[src/hdl/mtf_pkg.sv]
`default_nettype none
// ----------------------------------------------------------------------------
// mtf_pkg
// shared types and constants for the move-to-front list
// ----------------------------------------------------------------------------
package mtf_pkg;

    localparam int DEPTH   = 16;
    localparam int KEY_W   = 32;
    localparam int POS_W   = (DEPTH > 2) ? $clog2(DEPTH) : 1;
    localparam int COUNT_W = $clog2(DEPTH + 1);

    localparam logic MODE_INSERT = 1'b0;
    localparam logic MODE_SEARCH = 1'b1;

    typedef struct packed {
        logic                     mode;
        logic signed [KEY_W-1:0]  key_value;
    } t_cmd;

    typedef struct packed {
        logic       hit;
        logic [3:0] hit_position;
        logic [4:0] entry_count;
        logic       dropped;
    } t_result;

    // per-cycle control broadcast to every cell
    typedef struct packed {
        logic capture;  // latch compare result against the incoming key
        logic insert;   // shift whole row back, key enters at the front
        logic move;     // shift cells up to the first match
    } t_cell_ctl;

    typedef enum logic {
        ST_IDLE,
        ST_MOVE
    } t_state;

endpackage
`default_nettype wire

[src/hdl/mtf_cell.sv]
`default_nettype none
// ----------------------------------------------------------------------------
// mtf_cell
// one list position: value, valid, registered match and the match chain
// ----------------------------------------------------------------------------
module mtf_cell (
    input  wire logic                        i_clk,
    input  wire logic                        i_rst_n,
    input  wire mtf_pkg::t_cell_ctl          i_ctl,
    input  wire logic [mtf_pkg::KEY_W-1:0]   i_key,
    input  wire logic [mtf_pkg::KEY_W-1:0]   i_prev_value,
    input  wire logic                        i_prev_valid,
    input  wire logic                        i_ahead,
    output logic                             o_ahead,
    output logic                             o_first,
    output logic [mtf_pkg::KEY_W-1:0]        o_value,
    output logic                             o_valid
);

    logic [mtf_pkg::KEY_W-1:0] r_value;
    logic                      r_valid;
    logic                      r_match;
    logic                      w_shift;

    // a match further ahead stops the move from reaching this cell
    assign o_ahead = i_ahead | r_match;
    assign o_first = r_match & ~i_ahead;
    assign w_shift = i_ctl.insert | (i_ctl.move & ~i_ahead);

    always_ff @(posedge i_clk) begin
        if (!i_rst_n) begin
            r_valid <= 1'b0;
            r_match <= 1'b0;
        end else begin
            if (i_ctl.capture) begin
                r_match <= r_valid && (r_value == i_key);
            end
            if (i_ctl.insert) begin
                r_valid <= i_prev_valid;
            end
        end
    end

    always_ff @(posedge i_clk) begin
        if (w_shift) begin
            r_value <= i_prev_value;
        end
    end

    assign o_value = r_value;
    assign o_valid = r_valid;

endmodule
`default_nettype wire

[src/hdl/move_to_front_list.sv]
`default_nettype none
// ----------------------------------------------------------------------------
// move_to_front_list
// ordered list of up to DEPTH 32-bit values with move-to-front search
// ----------------------------------------------------------------------------
// A transaction is taken on start while busy is low; busy is high for the
// following cycle, and the result is shown with o_done for one cycle right
// after that, while busy is already low again so a new start may be taken
// in the same cycle. On acceptance every cell of the row registers a 32-bit
// compare; while busy, the first-match chain runs through the row and the
// cells shift. The receiver cannot stall: o_done lasts exactly one cycle and
// o_result is only meaningful while it is high. Inserts put the key at the
// front and push every entry back one cell, the tail entry is lost
// (dropped=1) when the list is full. Searches move the entry nearest the
// front that equals the key to the front; misses leave the list unchanged.
// hit_position and entry_count wrap to 4 and 5 bits.
// ----------------------------------------------------------------------------
module move_to_front_list (
    input  wire logic             i_clk,
    input  wire logic             i_rst_n,
    input  wire logic             start,
    input  wire mtf_pkg::t_cmd    i_cmd,
    output logic                  busy,
    output logic                  o_done,
    output mtf_pkg::t_result      o_result
);

    localparam int DEPTH   = mtf_pkg::DEPTH;
    localparam int POS_W   = mtf_pkg::POS_W;
    localparam int COUNT_W = mtf_pkg::COUNT_W;

    // control
    mtf_pkg::t_state    r_state;
    mtf_pkg::t_state    n_state;
    mtf_pkg::t_cell_ctl w_ctl;
    logic               w_accept;

    // latched transaction
    logic                      r_mode;
    logic [mtf_pkg::KEY_W-1:0] r_key;

    // cell row
    logic [mtf_pkg::KEY_W-1:0] w_value [DEPTH];
    logic [DEPTH-1:0]          w_valid;
    logic [DEPTH-1:0]          w_first;
    logic [DEPTH:0]            w_ahead;
    logic                      w_hit;

    // bookkeeping
    logic [COUNT_W-1:0] r_count;
    logic [COUNT_W-1:0] n_count;
    logic [POS_W-1:0]   w_pos;
    logic [31:0]        w_pos_ext;
    logic [31:0]        w_count_ext;

    // result
    logic               r_done;
    mtf_pkg::t_result   r_result;
    mtf_pkg::t_result   n_result;

    assign w_accept = start && !busy;

    // ------------------------------------------------------------------
    // state machine
    // ------------------------------------------------------------------
    always_comb begin
        n_state = r_state;
        case (r_state)
            mtf_pkg::ST_IDLE: begin
                if (w_accept) begin
                    n_state = mtf_pkg::ST_MOVE;
                end
            end
            mtf_pkg::ST_MOVE: begin
                n_state = mtf_pkg::ST_IDLE;
            end
            default: begin
                n_state = mtf_pkg::ST_IDLE;
            end
        endcase
    end

    always_comb begin
        busy          = 1'b0;
        w_ctl.capture = 1'b0;
        w_ctl.insert  = 1'b0;
        w_ctl.move    = 1'b0;
        case (r_state)
            mtf_pkg::ST_IDLE: begin
                w_ctl.capture = w_accept;
            end
            mtf_pkg::ST_MOVE: begin
                busy         = 1'b1;
                w_ctl.insert = (r_mode == mtf_pkg::MODE_INSERT);
                w_ctl.move   = (r_mode == mtf_pkg::MODE_SEARCH) && w_hit;
            end
            default: begin
                busy = 1'b0;
            end
        endcase
    end

    always_ff @(posedge i_clk) begin
        if (!i_rst_n) begin
            r_state <= mtf_pkg::ST_IDLE;
        end else begin
            r_state <= n_state;
        end
    end

    // key and mode held for the shift cycle
    always_ff @(posedge i_clk) begin
        if (w_accept) begin
            r_mode <= i_cmd.mode;
            r_key  <= i_cmd.key_value;
        end
    end

    // ------------------------------------------------------------------
    // cell row: the front cell takes the key, every other cell takes
    // its neighbor ahead; the match chain runs front to back
    // ------------------------------------------------------------------
    assign w_ahead[0] = 1'b0;

    for (genvar g = 0; g < DEPTH; g++) begin : g_cell
        logic [mtf_pkg::KEY_W-1:0] w_prev_value;
        logic                      w_prev_valid;

        if (g == 0) begin : g_front
            // compare uses the incoming key, the shift uses the latched one
            assign w_prev_value = r_key;
            assign w_prev_valid = 1'b1;
        end else begin : g_rest
            assign w_prev_value = w_value[g-1];
            assign w_prev_valid = w_valid[g-1];
        end

        mtf_cell u_cell (
            .i_clk        (i_clk),
            .i_rst_n      (i_rst_n),
            .i_ctl        (w_ctl),
            .i_key        (i_cmd.key_value),
            .i_prev_value (w_prev_value),
            .i_prev_valid (w_prev_valid),
            .i_ahead      (w_ahead[g]),
            .o_ahead      (w_ahead[g+1]),
            .o_first      (w_first[g]),
            .o_value      (w_value[g]),
            .o_valid      (w_valid[g])
        );
    end

    assign w_hit = w_ahead[DEPTH];

    // first-match position, at most one bit of w_first is set
    always_comb begin
        w_pos = '0;
        for (int i = 0; i < DEPTH; i++) begin
            if (w_first[i]) begin
                w_pos = w_pos | POS_W'(i);
            end
        end
    end

    // entry count tracks the valid prefix, saturating when full
    always_comb begin
        n_count = r_count;
        if (w_ctl.insert && (r_count != COUNT_W'(DEPTH))) begin
            n_count = r_count + COUNT_W'(1);
        end
    end

    always_ff @(posedge i_clk) begin
        if (!i_rst_n) begin
            r_count <= '0;
        end else begin
            r_count <= n_count;
        end
    end

    assign w_pos_ext   = 32'(w_pos);
    assign w_count_ext = 32'(n_count);

    always_comb begin
        n_result.hit          = 1'b0;
        n_result.hit_position = 4'd0;
        n_result.entry_count  = w_count_ext[4:0];
        n_result.dropped      = 1'b0;
        if (r_mode == mtf_pkg::MODE_INSERT) begin
            // tail valid before the shift means it falls off
            n_result.dropped = w_valid[DEPTH-1];
        end else if (w_hit) begin
            n_result.hit          = 1'b1;
            n_result.hit_position = w_pos_ext[3:0];
        end
    end

    // result strobe, raised in the cycle after the shift
    always_ff @(posedge i_clk) begin
        if (!i_rst_n) begin
            r_done <= 1'b0;
        end else begin
            r_done <= (r_state == mtf_pkg::ST_MOVE);
        end
    end

    always_ff @(posedge i_clk) begin
        if (r_state == mtf_pkg::ST_MOVE) begin
            r_result <= n_result;
        end
    end

    assign o_done   = r_done;
    assign o_result = r_result;

    // ------------------------------------------------------------------
    // assertions
    // ------------------------------------------------------------------

    // valid cells always form a prefix from the front
    a_valid_prefix: assert property (@(posedge i_clk) disable iff (!i_rst_n)
        ((w_valid >> 1) & ~w_valid) == '0)
        else $error("valid cells are not a prefix");

    // entry counter agrees with the valid bits
    a_count_match: assert property (@(posedge i_clk) disable iff (!i_rst_n)
        $countones(w_valid) == 32'(r_count))
        else $error("entry count out of step with valid cells");

    // every accepted transaction is followed by its o_done strobe once the busy state is over
    a_done_timing: assert property (@(posedge i_clk) disable iff (!i_rst_n)
        w_accept |=> ##1 o_done)
        else $error("result strobe missing after accepted transaction");

    // at most one cell can be the first match
    a_first_onehot: assert property (@(posedge i_clk) disable iff (!i_rst_n)
        $onehot0(w_first))
        else $error("more than one first match in the row");

endmodule
`default_nettype wire
[config.mk]
export PLATFORM = sky130hd
export DESIGN_NAME = move_to_front_list
export DESIGN_NICKNAME = d
export VERILOG_FILES = /design/src/hdl/mtf_pkg.sv /design/src/hdl/mtf_cell.sv /design/src/hdl/move_to_front_list.sv
export SDC_FILE = /design/constraint.sdc
export NUM_CORES = 1
export LEC_CHECK = 0
export ABC_CLOCK_PERIOD_IN_PS = 9640
export BUFFER_PORTS_ARGS = -buffer_cell sky130_fd_sc_hd__buf_4
export CAP_MARGIN = 20
export CORE_MARGIN = 1
export CORE_UTILIZATION = 65
export CTS_BUF_LIST = sky130_fd_sc_hd__clkbuf_8
export CTS_CLUSTER_DIAMETER = 150
export DETAILED_ROUTE_END_ITERATION = 10
export GPL_TIMING_DRIVEN = 0
export MAX_ROUTING_LAYER = met4
export PLACE_DENSITY_LB_ADDON = 0.2
export SLEW_MARGIN = 20
export SYNTH_ARGS = -nofsm -noshare
export SYNTH_HDL_FRONTEND = slang
export SYNTH_SLANG_ARGS = --single-unit
[constraint.sdc]
create_clock -name i_clk -period 9.64 [get_ports i_clk]
set_clock_uncertainty 0.1 [all_clocks]
set_input_delay 0.964 -clock i_clk [delete_from_list [all_inputs] [get_ports i_clk]]
set_output_delay 0.964 -clock i_clk [all_outputs]
set_load 0.005 [all_outputs]
# ---- Word level (Yosys, flattened, before mapping)
# Index checks and enable logic that the tools add are counted.
dict set report word_totals {
  register_bits 595
  in_bits 36
  output_inout_bits 13
  wordCells 196
}
dict set report op_classes {
  add_sub_neg 1
  n_eq_ne 17
  muxes 22
  bitwise_logic 78
  reduce_logical 21
}
# operator count
set op_table {}
lappend op_table {{$eq A32 B32 Y1} 16}
lappend op_table {{$mux W4} 8}
lappend op_table {{$or A1 B1 Y1} 31}
lappend op_table {{$and A1 B1 Y1} 30}
lappend op_table {{$logic_and A1 B1 Y1} 19}
lappend op_table {{$not A1 Y1} 17}
lappend op_table {{$mux W3} 4}
lappend op_table {{$mux W5} 2}
lappend op_table {{$mux W2} 3}
lappend op_table {{$add A5 B1 Y5 const B} 1}
lappend op_table {{$ne A5 B5 Y1 const B} 1}
lappend op_table {{$mux W1} 4}
lappend op_table {{$pmux W1 S2} 1}
lappend op_table {{$reduce_and A2 Y1} 1}
lappend op_table {{$logic_not A1 Y1} 1}

# ---- Longest topological paths before layout
dict set report logic_depth {
  word_depth 19
  ltp_mapped 7
  ltp_nobuf 6
}

# ---- Modules after synthesis
# Synthesis repeated with hierarchy kept, for this count alone.
dict set report hier_totals {
  cells_unflattened 1480
  hier_area_um2 24299.6
}
# module n_inst cells_per_inst area_per_inst_um2 seq_area_each_um2
set modules_own_cells {}
lappend modules_own_cells {mtf_cell 16 86 1405.1 1001.0}
lappend modules_own_cells {move_to_front_list 1 104 1818.0 1461.4}

# ---- Worst setup path after synthesis
# Ideal clock, no wire load.
dict set report synth_timing {
  path_type {register to register}
  startpoint {register g_cell[3].u_cell.r_match}
  endpoint {register g_cell[11].u_cell.r_value (netlist bit g_cell[11].u_cell.o_value[0]), enable pin}
  setup_ps 470
  arrival_time_ps 3855
  required_time_ps 9070
  setup_slack_ps 5215
  path_stages_with_launch 6
  period_less_slack_ps 4425
  cell_sequence {dfxtp_1 > or4_4 > nor3_4 > nor2b_2 > nand2_1 > o31ai_1}
}
dict set report synth_between {
  elab_chain_len 17
}
# element line
set synth_lines {}
lappend synth_lines {{from (decl)} mtf_cell.sv:22} ;# logic r_match;
lappend synth_lines {{from (signal assigned)} mtf_cell.sv:36} ;# r_match <= r_valid && (r_value == i_key);
lappend synth_lines {{$or A1 B1 Y1 (*) (8 in series)} mtf_cell.sv:26} ;# assign o_ahead = i_ahead | r_match;
lappend synth_lines {{$or A1 B1 Y1 (5 in series)} mtf_cell.sv:26}
lappend synth_lines {{$logic_and A1 B1 Y1} move_to_front_list.sv:95} ;# w_ctl.move = (r_mode == mtf_pkg::MODE_SEARCH) && w_hit;
lappend synth_lines {{$mux W2} move_to_front_list.sv:88} ;# case (r_state)
lappend synth_lines {{$and A1 B1 Y1 (*)} mtf_cell.sv:28} ;# assign w_shift = i_ctl.insert | (i_ctl.move & ~i_ahead);
lappend synth_lines {{$or A1 B1 Y1 (*)} mtf_cell.sv:28}
lappend synth_lines {{named net g_cell[11].u_cell.w_shift} mtf_cell.sv:23} ;# logic w_shift;
lappend synth_lines {{to (signal assigned)} mtf_cell.sv:46} ;# r_value <= i_prev_value;
lappend synth_lines {{to (decl)} mtf_cell.sv:20} ;# logic [mtf_pkg::KEY_W-1:0] r_value;
# Mark *: on every way through the listed nets, which the timed path passes. The rest lies on a longest branch.
# A chain may end at the register's enable or synchronous reset.

==> impl_results.md <==
- Via density: 5.95
- CTS root buf: clkbuf_8
- Tmin final: between 3 and 4 ns
- Util after Layout: between 70% and 80%
- Routability cong.: between 1 and 1.5
- Clock Sinks: around 600
- Die height: approximately 200 microns
- N_diodes: 0
- Die Footprint: between 30000 and 40000 sq um
- Sequential cell area: 17500 sq um
- Seq/Total Area, Yosys: about 70%
- Kind of critical path: reg2reg
- Via count: approximately 13000
- Max_slew headroom: between 20% and 30%
- Max Fclk: between 0.2 and 0.3 GHz
- Initial antenna violation count: 0
- Mapped Cells: roughly 1500
- Post_cts resized: 0
- VDD IR max: 0.000168 V
- Initial Util: around 66%
- Port Buf Inserts: 48
- Critical Path Sink Type: flop
- Clk buf depth: 3
- Unrepaired setup endpoints after global routing: false
- Seq cells post-synth: a little under 600
- Initial detailed-routing violation count: roughly 1200
- Clock latency on the worst-skew pair: about 0.67 ns
- Ys Warns: 0
- Final hold violations: 0
- WP data required: between 10 and 15 ns
- Final net count: between 1500 and 2000
- Area delta synth->final: 12.4%
- Most frequent cells in the layout: 556 x edfxtp_1, 292 x xnor2_1, 224 x xor2_1
- Area of the multi-input gates: about 6700 sq um
- Final wirelength: roughly 61000 microns
- First-pass GRT wire length: 86000 microns
- Final setup viols: 0
- Mapped Nets: about 1600
- Avg WL per Cell: around 27 microns
- Pin count of the biggest net entering global routing: 33
- Filler instances: 2183
- Pwr Total: approximately 5200 uW
- Total grt overflow: 0
- IO Count: between 40 and 50
- 1st-pass router iterations: 6
- Clk slew on worst S/H paths: 0.07 ns
- CP Launch Type: flop
- Post-CTS setup buffers: 0
- Synth Cell Area: about 24000 sq um
- Tot GR Track Use: between 30% and 40%
- WP data arrival: 3.84 ns
- CTS Buf Count: 92
- CTS Hold Buffers Added: 0
- Leak pwr: between 0.008 and 0.009 uW
- Worst-Margin Slew: 1.17 ns
- H-tree levels: 3
- # Max-Cap Violations: 0
- Worst-path fanout max: 22
- FP Rows: 70
- Ratio of final minimum period to clock period: 34.8%
- Syn Area/Cell: about 16 sq um
- Final number of max-transition violations: 0
- Outcome: finished, final reports clean
- Core area: 36700 sq um
- DPL Wire Length: 47100 microns
- Most common cell after layout, fill and taps aside: edfxtp_1
- Worst Hold Class: reg2reg
- Yosys cell types: 36
- Antenna Nets Post-Route: 0
- Drt drc: 0
- Die W: between 150 and 200 microns
- CTS tree: yes
- Share of post-route cells with drive strength above 1: 12.6%
- TNS Setup: 0 ns
- Number of global-route vias before repair: 13741
- Power Density: 189 nW/um^2
-- metrics by stage --
stage | instance area (sq um) | hold WS (ns) | setup WS [ns] | instances
floorplan | 24300 | 0.300 | 5.22 | 1533
global placement | 25300 | 0.302 | 3.32 | 2049
detailed placement | 25800 | 0.305 | 5.89 | 2062
CTS | 27400 | 0.301 | 6.33 | 2224
global route | 27400 | 0.323 | 6.13 | 2224
finish | 27400 | 0.318 | 6.29 | 2224
-- routing by layer --
metal  GRT usage, %  up-vias  wire length [microns]
li1               -     5926                      -
met1           37.9     6582                  22200
met2           57.4      559                  31300
met3           4.91      158                   3470
met4           21.5        0                   4060
met5              -        -                      0
-- final cells by class --
cell class / instances / area share, %
Buffer: 75 / 1.17
Clock buffer: 96 / 4.83
Clock inverter: 66 / 1.11
Inverter: 9 / 0.123
Multi-Input combinational cell: 854 / 24.3
Sequential cell: 595 / 63.8
Tap cell: 468 / 2.14
Timing Repair Buffer: 61 / 2.45
-- where the power goes --
| part | leakage (uW) | switching (uW) | total [uW] | internal (uW) |
|---|---|---|---|---|
| combinational | 0.00252 | 228 | 351 | 123 |
| clock | 0.000942 | 952 | 1900 | 945 |
| sequential | 0.00542 | 38.0 | 2920 | 2880 |
| total | 0.00889 | 1220 | 5170 | 3950 |
-- sequential cells by signal, indices dropped and copies added, names as in the netlist --
register and count:
g_cell.u_cell.o_value 512, o_result 11, g_cell.u_cell.r_match 16, r_mode 1
o_done 1, g_cell.w_prev_value 32, r_count 5, g_cell.u_cell.o_valid 16
r_state 1
-- cells in the mapped netlist --
library cell  instances  area (sq um)
o21a_1                4          30.0
and3_1                2          12.5
or4_1                 1          7.51
nand2b_1              3          18.8
nand4_1              98           613
o31ai_1               3          22.5
edfxtp_1            556         16700
nor2b_2               1          8.76
and2_1                9          56.3
ha_1                  2          25.0
buf_2                32           160
a21oi_1               4          20.0
a21boi_0             23           173
dfxtp_1              39           781
nor4b_1               1          8.76
a31oi_1               2          12.5
xnor2_1             292          2560
nor2_1                6          22.5
o21bai_1              1          7.51
nor4_1               67           419
buf_1                 3          11.3
o2111ai_1             1          8.76
o311ai_0              1          8.76
or4_4                 1          11.3
nor4b_4               1          23.8
o21ai_0              24           120
clkbuf_1             40           150
nand2_1              57           214
a211oi_1              1          7.51
xor2_1              224          1960
nand3_1               1          5.00
or3_1                 1          6.26
nor2b_1               5          31.3
nor3_4                1          16.3
inv_1                 9          33.8
nor3_1               17          85.1
-- worst paths after layout --
kind / slack (ns) / cells after the start / end / startpoint
max: 6.29 / 6 / g_cell[7].u_cell.r_match / r_state
min: 0.32 / 0 / g_cell[0].u_cell.o_value[16] / g_cell[0].w_prev_value[16]
max reg2reg: 6.29 / 6 / g_cell[7].u_cell.r_match / r_state
min reg2reg: 0.32 / 0 / g_cell[0].u_cell.o_value[16] / g_cell[0].w_prev_value[16]
-- cell families (layout without fill, tap and decap cells) --
family	count (synthesis)	count (layout)	share of synthesized area (%)
flip-flops	595	595	71.8
XOR/XNOR	516	516	18.6
AND/OR/NAND/NOR	272	272	6.41
buffers and inverters	84	307	1.46
AO/OA/AOI/OAI	64	64	1.69
adder cells (fa/ha/maj)	2	2	0.103
-- worst max-delay path, cell delays in order, from the launching register on --
cell and delay (ns):
dfxtp_1 0.63, nor2b_4 0.47, nand2_1 0.43, clkbuf_1 0.53, nor4_1 0.56, nand4_1 0.31
o21ai_0 0.23
Note: power is estimated with default switching activity, not from simulation.
